[src/hdl/gfts_pkg.sv]
// Shared types, codes and sizes of the GOP frame type sequencer.
package gfts_pkg;

   // Default sizes of the frame table and of the B run.
   localparam int MAX_GOP_DEF     = 1024;
   localparam int MAX_BFRAMES_DEF = 31;

   // Field widths.
   localparam int SLOT_W  = 11;
   localparam int INDEX_W = 10;
   localparam int BCNT_W  = 10;
   localparam int DEPTH_W = 4;
   localparam int LEVEL_W = 3;
   localparam int DIST_W  = 6;
   localparam int LEFT_W  = 7;
   localparam int RUN_W   = 5;
   localparam int OP_W    = 2;
   localparam int TYPE_W  = 2;

   // Configuration port.
   localparam int CSR_ADDR_W = 5;
   localparam int CSR_DATA_W = 32;
   localparam int REG_IDX_W  = 3;

   // Register indexes.
   localparam logic [REG_IDX_W-1:0] REG_IDR_PERIOD   = 3'd0;
   localparam logic [REG_IDX_W-1:0] REG_IP_PERIOD    = 3'd1;
   localparam logic [REG_IDX_W-1:0] REG_INTRA_PERIOD = 3'd2;
   localparam logic [REG_IDX_W-1:0] REG_EXTRA_INTRA  = 3'd3;
   localparam logic [REG_IDX_W-1:0] REG_BFRAME_COUNT = 3'd4;
   localparam logic [REG_IDX_W-1:0] REG_PYR_ENABLE   = 3'd5;
   localparam logic [REG_IDX_W-1:0] REG_PYR_DEPTH    = 3'd6;

   // Operation codes of a request word.
   localparam logic [OP_W-1:0] OP_NEXT    = 2'd0;
   localparam logic [OP_W-1:0] OP_SEEK    = 2'd1;
   localparam logic [OP_W-1:0] OP_RESTART = 2'd2;

   // Frame type codes.
   localparam logic [TYPE_W-1:0] FT_P = 2'd0;
   localparam logic [TYPE_W-1:0] FT_B = 2'd1;
   localparam logic [TYPE_W-1:0] FT_I = 2'd2;

   // One pyramid entry: level and reference distance magnitudes.
   typedef struct packed {
      logic [LEVEL_W-1:0] level;
      logic [DIST_W-1:0]  left_mag;
      logic [DIST_W-1:0]  right;
   } pyr_entry_type;

   // One frame table entry.
   typedef struct packed {
      logic [TYPE_W-1:0]  ftype;
      logic               ref_flag;
      logic [LEVEL_W-1:0] level;
      logic [DIST_W-1:0]  left_mag;
      logic [DIST_W-1:0]  right;
   } frame_entry_type;

   // Control between the sequencer and the pyramid builder.
   typedef struct packed {
      logic               start;
      logic [RUN_W-1:0]   run_len;
      logic [DEPTH_W-1:0] depth;
   } pyr_ctrl_type;

endpackage

[src/hdl/gfts_mod.sv]
// Restoring modulo unit: one quotient bit per cycle.
module gfts_mod (
   input  logic                        clock,
   input  logic                        reset,
   input  logic                        start,
   input  logic [gfts_pkg::SLOT_W-1:0] dividend,
   input  logic [gfts_pkg::SLOT_W-1:0] divisor,
   output logic                        busy,
   output logic [gfts_pkg::SLOT_W-1:0] remainder
);
   import gfts_pkg::*;

   localparam int CNT_W = $clog2(SLOT_W + 1);

   logic                busy_ff, busy_in;
   logic [CNT_W-1:0]    cnt_ff, cnt_in;
   logic [SLOT_W-1:0]   quo_ff, quo_in;
   logic [SLOT_W:0]     rem_ff, rem_in;
   logic [SLOT_W-1:0]   div_ff, div_in;
   logic [SLOT_W:0]     trial;

   // Shift in the next dividend bit and subtract where it fits.
   always_comb begin
      busy_in = busy_ff;
      cnt_in  = cnt_ff;
      quo_in  = quo_ff;
      rem_in  = rem_ff;
      div_in  = div_ff;
      trial   = {rem_ff[SLOT_W-1:0], quo_ff[SLOT_W-1]};
      if (start) begin
         busy_in = 1'b1;
         cnt_in  = CNT_W'(SLOT_W);
         quo_in  = dividend;
         rem_in  = '0;
         div_in  = divisor;
      end else if (busy_ff) begin
         quo_in = {quo_ff[SLOT_W-2:0], 1'b0};
         if (trial >= {1'b0, div_ff}) begin
            rem_in = trial - {1'b0, div_ff};
         end else begin
            rem_in = trial;
         end
         cnt_in = cnt_ff - CNT_W'(1);
         if (cnt_ff == CNT_W'(1)) begin
            busy_in = 1'b0;
         end
      end
   end

   always_ff @(posedge clock) begin
      if (reset) begin
         busy_ff <= 1'b0;
      end else begin
         busy_ff <= busy_in;
      end
      cnt_ff <= cnt_in;
      quo_ff <= quo_in;
      rem_ff <= rem_in;
      div_ff <= div_in;
   end

   assign busy      = busy_ff;
   assign remainder = rem_ff[SLOT_W-1:0];

endmodule

[config.mk]
export PLATFORM = sky130hd
export DESIGN_NAME = gfts_mod
export DESIGN_NICKNAME = d
export VERILOG_FILES = /design/src/hdl/gfts_pkg.sv /design/src/hdl/gfts_mod.sv
export SDC_FILE = /design/constraint.sdc
export NUM_CORES = 1
export LEC_CHECK = 0
export CAP_MARGIN = 5
export CORE_UTILIZATION = 55
export CTS_BUF_LIST = sky130_fd_sc_hd__clkbuf_8
export CTS_CLUSTER_SIZE = 40
export DETAILED_ROUTE_END_ITERATION = 10
export DONT_BUFFER_PORTS = 1
export PLACE_DENSITY = 0.79
export SYNTH_ARGS = -nofsm -noshare
export SYNTH_HDL_FRONTEND = slang
export SYNTH_SLANG_ARGS = --single-unit
[constraint.sdc]
create_clock -name clock -period 3.5 [get_ports clock]
set_clock_uncertainty 0.2 [all_clocks]
set_input_delay 0.35 -clock clock [delete_from_list [all_inputs] [get_ports clock]]
set_output_delay 0.35 -clock clock [all_outputs]
set_load 0.02 [all_outputs]
# Word level (Yosys, flattened, before mapping)
# Index checks and enable logic that the tools add are counted.
[word_totals]
reg_bits = 38
in_bits = 25
output_inout_bits = 12
wordCells = 16
[op_classes]
addsub = 2
magnitude_cmp = 1
eq_ne = 1
mux = 6
n_reduce_logical = 1
[ops]
columns = ["op", "n"]
rows = [
  ["11-bit two-way mux", 3],
  ["12-bit by 11-bit greater-or-equal comparator with 1-bit output", 1],
  ["11-bit subtractor", 1],
  ["4-bit by 1-bit equality test with 1-bit output, second input constant", 1],
  ["4-bit by 1-bit subtractor with 4-bit output, second input constant", 1],
  ["1-bit two-way mux", 3],
  ["2-bit nonzero test", 1],
]

# Logic depth before layout (Yosys ltp)
[logic_depth]
word_depth = 4
depth_mapped = 10
depth_no_buf = 9

# Worst setup path after synthesis
# OpenSTA, ideal clock, no wires.
[synth_path]
path_kind = "reg-to-reg"
start = "register quo_ff[10]"
end = "register rem_ff[0]"
setup_time_ns = 0.086
arrival_ns = 2.299
required_ns = 3.214
setup_slack_ns = 0.916
stages_incl_launch_ff = 10
n_path_buf = 0
period_less_slack_ns = 2.584
path_cell_list = "edfxtp_1 > inv_1 > ha_1 > fa_1 > and2b_1 > o22a_2 > o2111a_2 > a211oi_4 > mux2_2 > a211oi_1"
[synth_via]
elab_chain_len = 2
elab_cells_between_ends = 3
cone_classes = "1 x add/sub; 1 x order compare; 1 x mux"
[synth_rtl]
columns = ["item", "line", "source"]
rows = [
  ["start, declared", "gfts_mod.sv:17", "logic [SLOT_W-1:0] quo_ff, quo_in;"],
  ["start signal, assigned", "gfts_mod.sv:57", "quo_ff <= quo_in;"],
  ["11-bit subtractor or 12-bit by 11-bit greater-or-equal comparator with 1-bit output (tied branches)", "gfts_mod.sv:39, gfts_mod.sv:38", ""],
  ["11-bit two-way mux *", "gfts_mod.sv:38", "if (trial >= {1'b0, div_ff}) begin"],
  ["end signal, assigned", "gfts_mod.sv:58", "rem_ff <= rem_in;"],
  ["end, declared", "gfts_mod.sv:18", "logic [SLOT_W:0] rem_ff, rem_in;"],
]
# Every way passes the cells marked *; elsewhere a longest branch is shown, timed or not.
# A chain may end at the register's enable or synchronous reset.

# Worst setup path after layout
# Ends and elaborated chain as after synthesis.

==> reports/results.txt <==
status - finished clean
Max Cap Viol - 0
Setup crit end kind - flop
Psw - 343 uW
hold crit path type - input port to flop
DP Area - 0.00215 sq mm
Arr. time, crit path - 2.70 ns
layout cells sized above 1 - 0.156
Yosys warning count - 0
final RePlAce weighted congestion - 0.829
R2R setup slack - 0.81 ns
Final Util - 0.646
initial antenna violation count - 0
placed cells - 245
pwr dens - 471 mW/mm^2
CTS tree - done
Rows - 22
fmax - 372 MHz
clock sink count - 38
Skew-Pair Late Insertion Delay - 0.30 ns
synth unique cells - 50
Routed Antenna Nets - 0
Internal Pwr Total - 770 uW
DPL Wire Length - 2800 microns
number of max-slew violations in the final report - 0
total gr overflow - 0
Die H - 64.0 microns
Synth top area share - 0.313
Static Leakage - 0.000969 uW
number of vias per cell - 5.80
drt wl/cell - 15.7 microns
crit start category - flop
worst relative slew slack - 0.362
Cell Count, Final, Fillers Out - 266
worst slew pin tran - 0.954 ns
setup TNS - 0 ns
sequential share of the synthesized area - 0.465
post-synth top area cell - edfxtp_1
via count - 1543
first-pass GRT wire length - 6950 microns
sw frac - 0.308
synth top area cells - edfxtp_1 31%, dfxtp_1 15%, ha_1 7.7%
# DRC - 0
RSZ-0062 raised after global routing - no
Final period util - 0.769
Netlist Area Pre-Place - 0.00211 sq mm
H-tree depth - 2
Initial Util - 0.577
Layout Area Growth over Synthesis - 12.0%
CTS clk-pin slew, worst paths - 0.07 ns
Post-synth top flop - edfxtp_1
Mapped Cells - 202
Gate power share - 0.235
Post-synth EDFFs - 22
gr usage total - 0.229
sequential share of power - 0.502
detailed-route wire length - 4170 microns
total power - 1110 uW
full die area - 0.00409 sq mm
Die Wd - 64.0 microns
Avg Inst Size Synth - 10.4 sq um
Final nets - 256
Finished Cell Area - 0.00236 sq mm
IO Port Bufs - 0
Worst Path Required - 3.51 ns
Async S/R FF share, synth - 0
Max rail drop VDD - 0.330 mV
Fin. Hold Viols - 0
Mapped Nets - 241
1st-iter DRT viols - 81
Ports - 37
number of buffers created by CTS - 5
clock share of power - 0.263
vias in the first global route - 1579
post-synthesis register bit count - 38
critical-path maximum fanout - 3
Final setup viols - 0
WS Path Type - flop to flop
Core ar. - 0.00366 sq mm
# diodes - 0
largest net degree at the start of global routing - 24
Max Root-Sink Buffers - 2
Root Buffer - clkbuf_8
DR pass1 iterations - 4
minimum clock period - 2.69 ns
post-cts sizing count - 0
==> repair_timing <==
action	CTS	global route
buffers inserted	0	0
endpoints found under the hold margin	35	0
hold buffers	13	0
==> synthesized netlist by cell type, drive strengths merged, types with 2 or more instances <==
| cell type | count |
|---|---|
| inv | 18 |
| xor2 | 3 |
| and3 | 2 |
| clkbuf | 6 |
| nor3 | 2 |
| edfxtp | 22 |
| a311oi | 8 |
| xnor2 | 4 |
| nand2b | 4 |
| dfxtp | 16 |
| and4 | 2 |
| a21o | 3 |
| mux2 | 12 |
| nor3b | 2 |
| nor4 | 2 |
| nor2 | 15 |
| nor2b | 2 |
| a211oi | 2 |
| nand3 | 4 |
| o31ai | 2 |
| o21ai | 7 |
| or2 | 3 |
| ha | 13 |
| nand2 | 20 |
| a211o | 2 |
| a21oi | 7 |
==> registers in the layout, summed over array words and instances (netlist names) <==
name    cells
cnt_ff      4
quo_ff     11
div_ff     11
busy        1
rem_ff     11
==> worst max-delay path, cell delays in order (launching register included) <==
cell and delay (ns):
edfxtp_1 0.37, inv_1 0.09, ha_1 0.20, fa_1 0.23, and2b_1 0.20, o22a_2 0.22
o2111a_2 0.30, a211oi_4 0.19, mux2_2 0.36, a211oi_1 0.23
==> layer usage <==
layer  vias up  wire [microns]  global-route usage
met5         -               0                   0
met4         0             115               0.139
met3        11             259              0.0625
met2        44            2130               0.387
met1       723            1660               0.257
li1        765               -                   -
==> through the flow <==
stage	setup slack [ns]	hold WS [ns]
3_3_place_gp	0.942	0.225
5_1_grt	0.628	0.0230
2_1_floorplan	0.916	0.222
6_report	0.809	0.000275
4_1_cts	0.808	0.00419
3_5_place_dp	0.861	0.229
==> final timing paths <==
check,depth (start not counted),end,startpoint
setup reg to reg,9,rem_ff[0]$_SDFFE_PP0P_,quo_ff[10]$_DFFE_PP_
hold / removal,2,busy$_SDFF_PP0_,start
hold reg to reg,2,cnt_ff[3]$_SDFFE_PP1P_,cnt_ff[3]$_SDFFE_PP1P_
setup / recovery,9,rem_ff[0]$_SDFFE_PP0P_,quo_ff[10]$_DFFE_PP_
==> cells in the final DEF, fill, tap and decap left out, types with 7 or more instances in the layout <==
cell           count
nand2_1           20
a21oi_1            7
dlygate4sd3_1     13
ha_1              13
mux2_2            12
o21ai_0            7
nor2_1            15
a311oi_1           8
inv_1             19
dfxtp_1           16
edfxtp_1          22
==> final cells by class <==
type,count,area [sq um]
Clock buffer,5,68.8
Inverter,18,67.6
Fill cell,271,1300
Tap cell,48,60.1
Clock inverter,3,13.8
Multi-Input combinational cell,139,1030
Timing Repair Buffer,15,145
Sequential cell,38,981
==> power by group through the flow <==
| stage | combinational, uW | sequential (uW) | clock [uW] |
|---|---|---|---|
| floorplan | 206 | 558 | 0 |
| global placement | 229 | 567 | 0 |
| detailed placement | 240 | 569 | 0 |
| CTS | 258 | 559 | 300 |
| global route | 291 | 564 | 313 |
| finish | 261 | 558 | 293 |
==> cells by family (layout without fill, tap and decap cells) <==
| kind of cell | after synthesis | count (layout) | share of synthesized area |
|---|---|---|---|
| flip-flops | 38 | 38 | 0.465 |
| multiplexers | 13 | 13 | 0.0688 |
| adder cells (fa/ha/maj) | 14 | 14 | 0.0865 |
| AO/OA/AOI/OAI | 42 | 42 | 0.152 |
| AND/OR/NAND/NOR | 63 | 63 | 0.151 |
| XOR/XNOR | 7 | 7 | 0.0290 |
| buffers and inverters | 25 | 41 | 0.0480 |
Note: power is estimated with default switching activity, not from simulation.
