===== src/hdl/gfts_pkg.sv =====
// Shared types, codes and sizes of the GOP frame type sequencer.
package gfts_pkg;

   // Default sizes of the frame table and of the B run.
   localparam int MAX_GOP_DEF     = 1024;
   localparam int MAX_BFRAMES_DEF = 31;

   // Field widths.
   localparam int SLOT_W  = 11;
   localparam int INDEX_W = 10;
   localparam int BCNT_W  = 10;
   localparam int DEPTH_W = 4;
   localparam int LEVEL_W = 3;
   localparam int DIST_W  = 6;
   localparam int LEFT_W  = 7;
   localparam int RUN_W   = 5;
   localparam int OP_W    = 2;
   localparam int TYPE_W  = 2;

   // Configuration port.
   localparam int CSR_ADDR_W = 5;
   localparam int CSR_DATA_W = 32;
   localparam int REG_IDX_W  = 3;

   // Register indexes.
   localparam logic [REG_IDX_W-1:0] REG_IDR_PERIOD   = 3'd0;
   localparam logic [REG_IDX_W-1:0] REG_IP_PERIOD    = 3'd1;
   localparam logic [REG_IDX_W-1:0] REG_INTRA_PERIOD = 3'd2;
   localparam logic [REG_IDX_W-1:0] REG_EXTRA_INTRA  = 3'd3;
   localparam logic [REG_IDX_W-1:0] REG_BFRAME_COUNT = 3'd4;
   localparam logic [REG_IDX_W-1:0] REG_PYR_ENABLE   = 3'd5;
   localparam logic [REG_IDX_W-1:0] REG_PYR_DEPTH    = 3'd6;

   // Operation codes of a request word.
   localparam logic [OP_W-1:0] OP_NEXT    = 2'd0;
   localparam logic [OP_W-1:0] OP_SEEK    = 2'd1;
   localparam logic [OP_W-1:0] OP_RESTART = 2'd2;

   // Frame type codes.
   localparam logic [TYPE_W-1:0] FT_P = 2'd0;
   localparam logic [TYPE_W-1:0] FT_B = 2'd1;
   localparam logic [TYPE_W-1:0] FT_I = 2'd2;

   // One pyramid entry: level and reference distance magnitudes.
   typedef struct packed {
      logic [LEVEL_W-1:0] level;
      logic [DIST_W-1:0]  left_mag;
      logic [DIST_W-1:0]  right;
   } pyr_entry_type;

   // One frame table entry.
   typedef struct packed {
      logic [TYPE_W-1:0]  ftype;
      logic               ref_flag;
      logic [LEVEL_W-1:0] level;
      logic [DIST_W-1:0]  left_mag;
      logic [DIST_W-1:0]  right;
   } frame_entry_type;

   // Control between the sequencer and the pyramid builder.
   typedef struct packed {
      logic               start;
      logic [RUN_W-1:0]   run_len;
      logic [DEPTH_W-1:0] depth;
   } pyr_ctrl_type;

endpackage


===== src/hdl/gfts_pyr.sv =====
// Pyramid builder: midpoint subdivision of the B run, one step per cycle.
module gfts_pyr #(
   parameter int MAX_BFRAMES = gfts_pkg::MAX_BFRAMES_DEF
) (
   input  logic                                   clock,
   input  logic                                   reset,
   input  gfts_pkg::pyr_ctrl_type                 ctrl,
   output logic                                   busy,
   input  logic [gfts_pkg::RUN_W-1:0]             rd_idx,
   output gfts_pkg::pyr_entry_type                rd_entry
);
   import gfts_pkg::*;

   localparam int PW = (MAX_BFRAMES > 1) ? $clog2(MAX_BFRAMES) : 1;

   logic                busy_ff, busy_in;
   logic [RUN_W-1:0]    p_ff, p_in;
   logic [RUN_W-1:0]    s_ff, s_in;
   logic [RUN_W-1:0]    n_ff, n_in;
   logic [DEPTH_W-1:0]  lv_ff, lv_in;
   logic [RUN_W-1:0]    len_ff, len_in;
   logic [DEPTH_W-1:0]  depth_ff, depth_in;
   pyr_entry_type       tbl_ff [MAX_BFRAMES];

   logic [RUN_W-1:0]    off;
   logic [RUN_W-1:0]    mid;
   logic [RUN_W-1:0]    off_inc;
   logic [RUN_W-1:0]    span;
   logic                stop;
   pyr_entry_type       new_entry;

   // One subdivision step: compare the offset with the midpoint.
   always_comb begin
      off      = p_ff - s_ff;
      mid      = n_ff >> 1;
      off_inc  = off + RUN_W'(1);
      span     = n_ff - off;
      stop     = (lv_ff == depth_ff) || (n_ff == RUN_W'(1)) || (off == mid);
      new_entry.level    = lv_ff[LEVEL_W-1:0];
      new_entry.left_mag = {off_inc, 1'b0};
      new_entry.right    = {span, 1'b0};
   end

   // Walk the B positions and the subdivision levels of each.
   always_comb begin
      busy_in  = busy_ff;
      p_in     = p_ff;
      s_in     = s_ff;
      n_in     = n_ff;
      lv_in    = lv_ff;
      len_in   = len_ff;
      depth_in = depth_ff;
      if (ctrl.start) begin
         busy_in  = 1'b1;
         p_in     = '0;
         s_in     = '0;
         n_in     = ctrl.run_len;
         lv_in    = '0;
         len_in   = ctrl.run_len;
         depth_in = ctrl.depth;
      end else if (busy_ff) begin
         if (stop) begin
            p_in  = p_ff + RUN_W'(1);
            s_in  = '0;
            n_in  = len_ff;
            lv_in = '0;
            if (p_ff + RUN_W'(1) == len_ff) begin
               busy_in = 1'b0;
            end
         end else begin
            if (off < mid) begin
               n_in = mid;
            end else begin
               s_in = s_ff + mid + RUN_W'(1);
               n_in = n_ff - mid - RUN_W'(1);
            end
            lv_in = lv_ff + DEPTH_W'(1);
         end
      end
   end

   always_ff @(posedge clock) begin
      if (reset) begin
         busy_ff <= 1'b0;
      end else begin
         busy_ff <= busy_in;
      end
      p_ff     <= p_in;
      s_ff     <= s_in;
      n_ff     <= n_in;
      lv_ff    <= lv_in;
      len_ff   <= len_in;
      depth_ff <= depth_in;
      if (busy_ff && !ctrl.start && stop) begin
         tbl_ff[p_ff[PW-1:0]] <= new_entry;
      end
   end

   assign busy     = busy_ff;
   assign rd_entry = tbl_ff[rd_idx[PW-1:0]];

endmodule


===== config.mk =====
export PLATFORM = sky130hd
export DESIGN_NAME = gfts_pyr
export DESIGN_NICKNAME = d
export VERILOG_FILES = /design/src/hdl/gfts_pkg.sv /design/src/hdl/gfts_pyr.sv
export SDC_FILE = /design/constraint.sdc
export NUM_CORES = 1
export LEC_CHECK = 0
export BUFFER_PORTS_ARGS = -buffer_cell sky130_fd_sc_hd__buf_2
export CAP_MARGIN = 40
export CORE_ASPECT_RATIO = 1.1
export CORE_MARGIN = 8
export CORE_UTILIZATION = 40
export DETAILED_ROUTE_END_ITERATION = 7
export SETUP_SLACK_MARGIN = 0.5
export SLEW_MARGIN = 10
export SYNTH_ARGS = -nofsm -noshare
export SYNTH_HDL_FRONTEND = slang
export SYNTH_SLANG_ARGS = --single-unit

===== constraint.sdc =====
create_clock -name clock -period 3.69 [get_ports clock]
set_input_delay 0.1845 -clock clock [delete_from_list [all_inputs] [get_ports clock]]
set_output_delay 0.1845 -clock clock [all_outputs]
set_load 0.02 [all_outputs]

### Word level (Yosys, flattened, before mapping)

Memories as Yosys holds them, arrays and structs flattened.
Cells that the tools add are included.

| storage, ports and cells | value |
|---|---|
| bits in registers | 29 |
| bits in latches | 0 |
| memory bits (writable) | 403 |
| ROM bits | 0 |
| bits of input ports | 17 |
| output and inout bits | 16 |
| memories | 1 |

Memory list:

| name | depth | width | read ports | clocked after memory_dff | write ports | RTL line | text |
|---|---|---|---|---|---|---|---|
| tbl_ff | 31 | 13 | 1 | 0 | 1 | gfts_pyr.sv:23 | `pyr_entry_type tbl_ff [MAX_BFRAMES];` |

| operators by class | value |
|---|---|
| $add $sub $neg | 9 |
| $mul | 0 |
| divide/modulo/power cells | 0 |
| order comparisons | 1 |
| equal/unequal tests | 5 |
| shift operators | 0 |
| mux-type cells | 13 |
| bitwise gates (word level) | 0 |
| reductions and logical operators | 8 |

Operators by type and width:

| kind | number |
|---|---|
| $mux 5 | 6 |
| $add 5x1->5 const B | 3 |
| $sub 5x5->5 | 2 |
| $mux 1 | 6 |
| $add 5x4->5 | 1 |
| $eq 5x1->1 const B | 1 |
| $eq 5x4->1 | 1 |
| $eq 5x5->1 | 1 |
| $lt 5x4->1 | 1 |
| $sub 5x1->5 const B | 1 |
| $sub 5x4->5 | 1 |
| $add 4x1->4 const B | 1 |
| $eq 4x4->1 | 1 |
| $mux 4 | 1 |
| $reduce_and 2->1 | 2 |
| $logic_and 1x1->1 | 2 |
| $logic_or 1x1->1 | 2 |
| $ne 2x2->1 const B | 1 |
| $reduce_bool 2->1 | 1 |
| $logic_not 1->1 | 1 |

### Logic depth before layout (Yosys ltp)

| logic depth | value |
|---|---|
| depth after elaboration | 6 |
| mapped depth | 14 |

### Least setup slack after synthesis

OpenSTA, ideal clock, no wires.

| timing | value |
|---|---|
| kind | register to register |
| from | register p_ff[1] |
| to | memory tbl_ff[10][0] (netlist bit), enable pin |
| library setup time | 382 ps |
| arrival | 3,285 ps |
| required time | 3,308 ps |
| setup slack | 23 ps |
| stages on the path, launching flop included | 13 |
| period minus slack after synthesis | 3,667 ps |
| cells stage by stage | dfxtp_1 ha_1 nor2b_1 o21ai_0 nor3b_1 nor2_1 ha_1 nand4_1 a211oi_1 or3_1 buf_2 nand3_1 nor2_1 |

| on the way | value |
|---|---|
| word-level cells in the longest chain between the ends | 6 |

RTL lines:

| item | RTL line | text |
|---|---|---|
| from (decl) | gfts_pyr.sv:17 | `logic [RUN_W-1:0] p_ff, p_in;` |
| from (signal assigned) | gfts_pyr.sv:88 | `p_ff <= p_in;` |
| $sub 5x5->5 | gfts_pyr.sv:34 | `off = p_ff - s_ff;` |
| $eq 5x4->1 | gfts_pyr.sv:38 | `stop = (lv_ff == depth_ff) \|\| (n_ff == RUN_W'(1)) \|\| (off == mid);` |
| $logic_or 1x1->1 | gfts_pyr.sv:38 |  |
| $logic_and 1x1->1 | gfts_pyr.sv:94 | `if (busy_ff && !ctrl.start && stop) begin` |
| $mux 1 | gfts_pyr.sv:94 |  |
| $mux 1 (implied by the code) | gfts_pyr.sv:95 | `tbl_ff[p_ff[PW-1:0]] <= new_entry;` |
| to (decl) | gfts_pyr.sv:23 |  |

Several ways; a longest one is shown, not always the timed one.

### Final worst setup path

| timing | value |
|---|---|
| from | register p_ff[0] |
| to | memory tbl_ff[20][4] (netlist bit), enable pin |

The elaborated chain is that of the path after synthesis.

==> impl_metrics.ini <==
[timing]
finalSetupViolCount = 0
fin_crit_ns = 3.06
finalHoldViolCount = 0
drv_slew = 0
timing.final.crit_share_pct = 83.0
rsz0062_at_grt = yes
setup_tns_ns = 0
worst-slew-pin-transition_ns = 0.821
fmax_ghz = 0.326
relSlewSlack_pct = 45.2
fin_skew_ns = 0.0116

[placement]
dp_hpwl_um = 25500
gp_congestion = 0.812
dp_cells = 1494
portBuffers = 30

[floorplanning]
start_util_pct = 40.2
dieHeight_um = 237
fp.dieW_um = 217
fp.dieArea_sq_mm = 0.0514
row_count = 81
io_pins = 33
coreArea_sq_mm = 0.0442

[setup_path]
r2r-end = tbl_ff[20][4]
critical_path_arrival_ns = 3.39
reg2reg_from = p_ff[0]
cp.required_ns = 4.02
max_stage_delay_ns = 0.45
start_kind = flip-flop
cp-end-kind = flip-flop
ff2ff_path_depth = 13
slowest_stage = or3_4
worstPathMaxFanout = 13
worstSetupPathType = reg -> reg
crit_top_cell = buf_12
cp_cell_sequence = inv_2 -> ha_1 -> inv_1 -> fa_2 -> xor2_4 -> ha_4 -> and4_1 -> and4_4 -> or3_4 -> nand3_4 -> buf_12 -> nor2_4 -> buf_12
rrSetupSlack_ns = 0.63

[finish]
area_growth_pct = 21.3
fin_cells = 1638
nets = 1072
drive_gt1_share_pct = 36.1
fillers = 3653

[power]
vdd_drop_max_mv = 0.398
powerDensity_mw_per_mm2 = 658
p_leak_nw = 7.05

[yosys]
yosysMostFrequentCell = edfxtp_1
synth-seq-cells = 432
yosysWarnings = 0
ys_seq_area_share_pct = 72.2
synthArstFlopShare_pct = 0
synth_edf_count = 417
syn_inst = 889
synth.top_cells.by_count = 417 x edfxtp_1, 117 x mux4_2, 42 x nor2_1
ys_dominant_reg_cell = edfxtp_1
yosys.area.top_type_share_pct = 70.5
synth_area_sq_mm = 0.0178
ys_types = 57
yosysTopAreaCell = edfxtp_1
synth_area_per_cell_sq_um = 20.0
synth.top_cells.by_area = edfxtp_1 71%, mux4_2 15%, ha_1 1.9%

[clock_network]
htreeDepth = 2
path_clk_slew_ns = 0.06
clock_tree.root_cell = clkbuf_16
cts_tree = done
clock_path_buffers = 3
clock_sinks = 432
cts_buffers = 45
clk_latency_ns = 0.57

[route]
routed_wl_um = 41000
vias = 8944
drc_errors = 0
initialDrtViolationCount = 794
routedWlPerCell_um = 25.0
dr.pass1.iters = 5
avgViaCountPerCell = 5.46
ant_nets = 0

[grt]
grt_pass1_wl_um = 61000
grt.total_usage_pct = 16.1
first_global_vias = 9191
overflow = 0
antenna_found_initial = 2
grt_max_degree = 55

[worst_hold_path]
min-delay-start = ctrl[9]
hold_path_class = in -> reg
hold-path-cell-count = 3
min_to = lv_ff[1]

[flow_run]
cap_violations = 0

[status]
outcome = complete, no violations
-- metal layers --
metal | track usage [%] | up-vias | share of wire, %
met5 | 0 | - | 0
met4 | 4.90 | 0 | 2.6
met3 | 3.89 | 64 | 6.8
met2 | 24.8 | 273 | 47
met1 | 22.3 | 4696 | 43
li1 | - | 3911 | -
-- cell usage in the layout (no fill, tap or decap), drive strengths merged, types with 5 or more instances in the layout --
cell type	instances
dlygate4sd3	10
dfxtp	15
nor3	5
edfxtp	417
mux2i	18
buf	120
ha	27
o21ai	22
xnor2	10
clkinv	15
inv	30
bufinv	5
clkbuf	54
a21oi	11
nand3	12
mux4	117
nand2	24
nor2b	9
nor2	42
xor2	14
mux2	13
-- where the power goes --
| part | internal (W) | switching (W) | leakage, nW |
|---|---|---|---|
| registers | 0.00651 | 0.0000856 | 3.92 |
| logic | 0.00101 | 0.00214 | 2.43 |
| clock network | 0.00260 | 0.00183 | 0.696 |
| total | 0.0101 | 0.00406 | 7.05 |
-- sequential cells by signal, summed over array words and instances (netlist names) --
register	count
p_ff	5
lv_ff	4
tbl_ff	403
len_ff	5
depth_ff	4
n_ff	5
s_ff	5
busy	1
-- per-stage QoR --
step	utilization [%]	hold slack (ns)	cell area (sq um)	total power, W	worst slack [ns]
finish	48.8	0.0648	21500	0.0142	0.626
global route	48.7	0.0628	21500	0.0148	0.476
CTS	48.4	0.0362	21400	0.0142	0.507
detailed placement	43.4	0.359	19200	0.00975	-0.0834
global placement	43.3	0.356	19200	0.00968	-0.00616
floorplan	-	0.264	18100	0.00831	0.500
-- area by class of cell --
class / instances / area [sq um] / share of cell area (%)
flip-flops and latches: 432 / 12800 / 59.5
well taps: 581 / 727 / 3.37
multi-input cells: 388 / 5090 / 23.6
inverters: 26 / 100 / 0.465
repair buffers: 131 / 1360 / 6.31
diodes: 1 / 2.50 / 0.0116
clock buffers: 53 / 1160 / 5.37
clock inverters: 26 / 279 / 1.30
-- how the worst max path moves through the flow --
stage	startpoint	to	cells past startpoint
detailed placement	s_ff[1]	tbl_ff[16][10]	12
global route	p_ff[0]	tbl_ff[8][4]	13
floorplan	p_ff[0]	tbl_ff[29][0]	13
global placement	s_ff[1]	tbl_ff[4][12]	12
CTS	s_ff[1]	lv_ff[3]	14
finish	p_ff[0]	tbl_ff[20][4]	13
-- cell families after synthesis --
kind of cell / share of synthesized area (%)
flip-flops: 72.2
multiplexers: 16.7
AND/OR/NAND/NOR: 3.27
buffers and inverters: 1.90
AO/OA/AOI/OAI: 2.36
adder cells (fa/ha/maj): 2.35
XOR/XNOR: 1.23
other: 0.0211
-- critical path, delay by kind of cell (launching register included) --
family	cells	cell delay, ns
xor+xnor	1	0.18
buf+inv	4	0.51
flops	1	0.32
simple gates	5	1.01
fa+ha+maj	3	0.80
-- repair_timing --
item | CTS | global route
setup endpoints to repair | 408 | 445
setup buffers | 49 | 4
gates cloned | 0 | 1
hold endpoints to repair | 15 | 0
resized for setup | 7 | 15
hold buffers | 10 | 0
pin swaps | 36 | 12
Note: power is estimated with default switching activity, not from simulation.
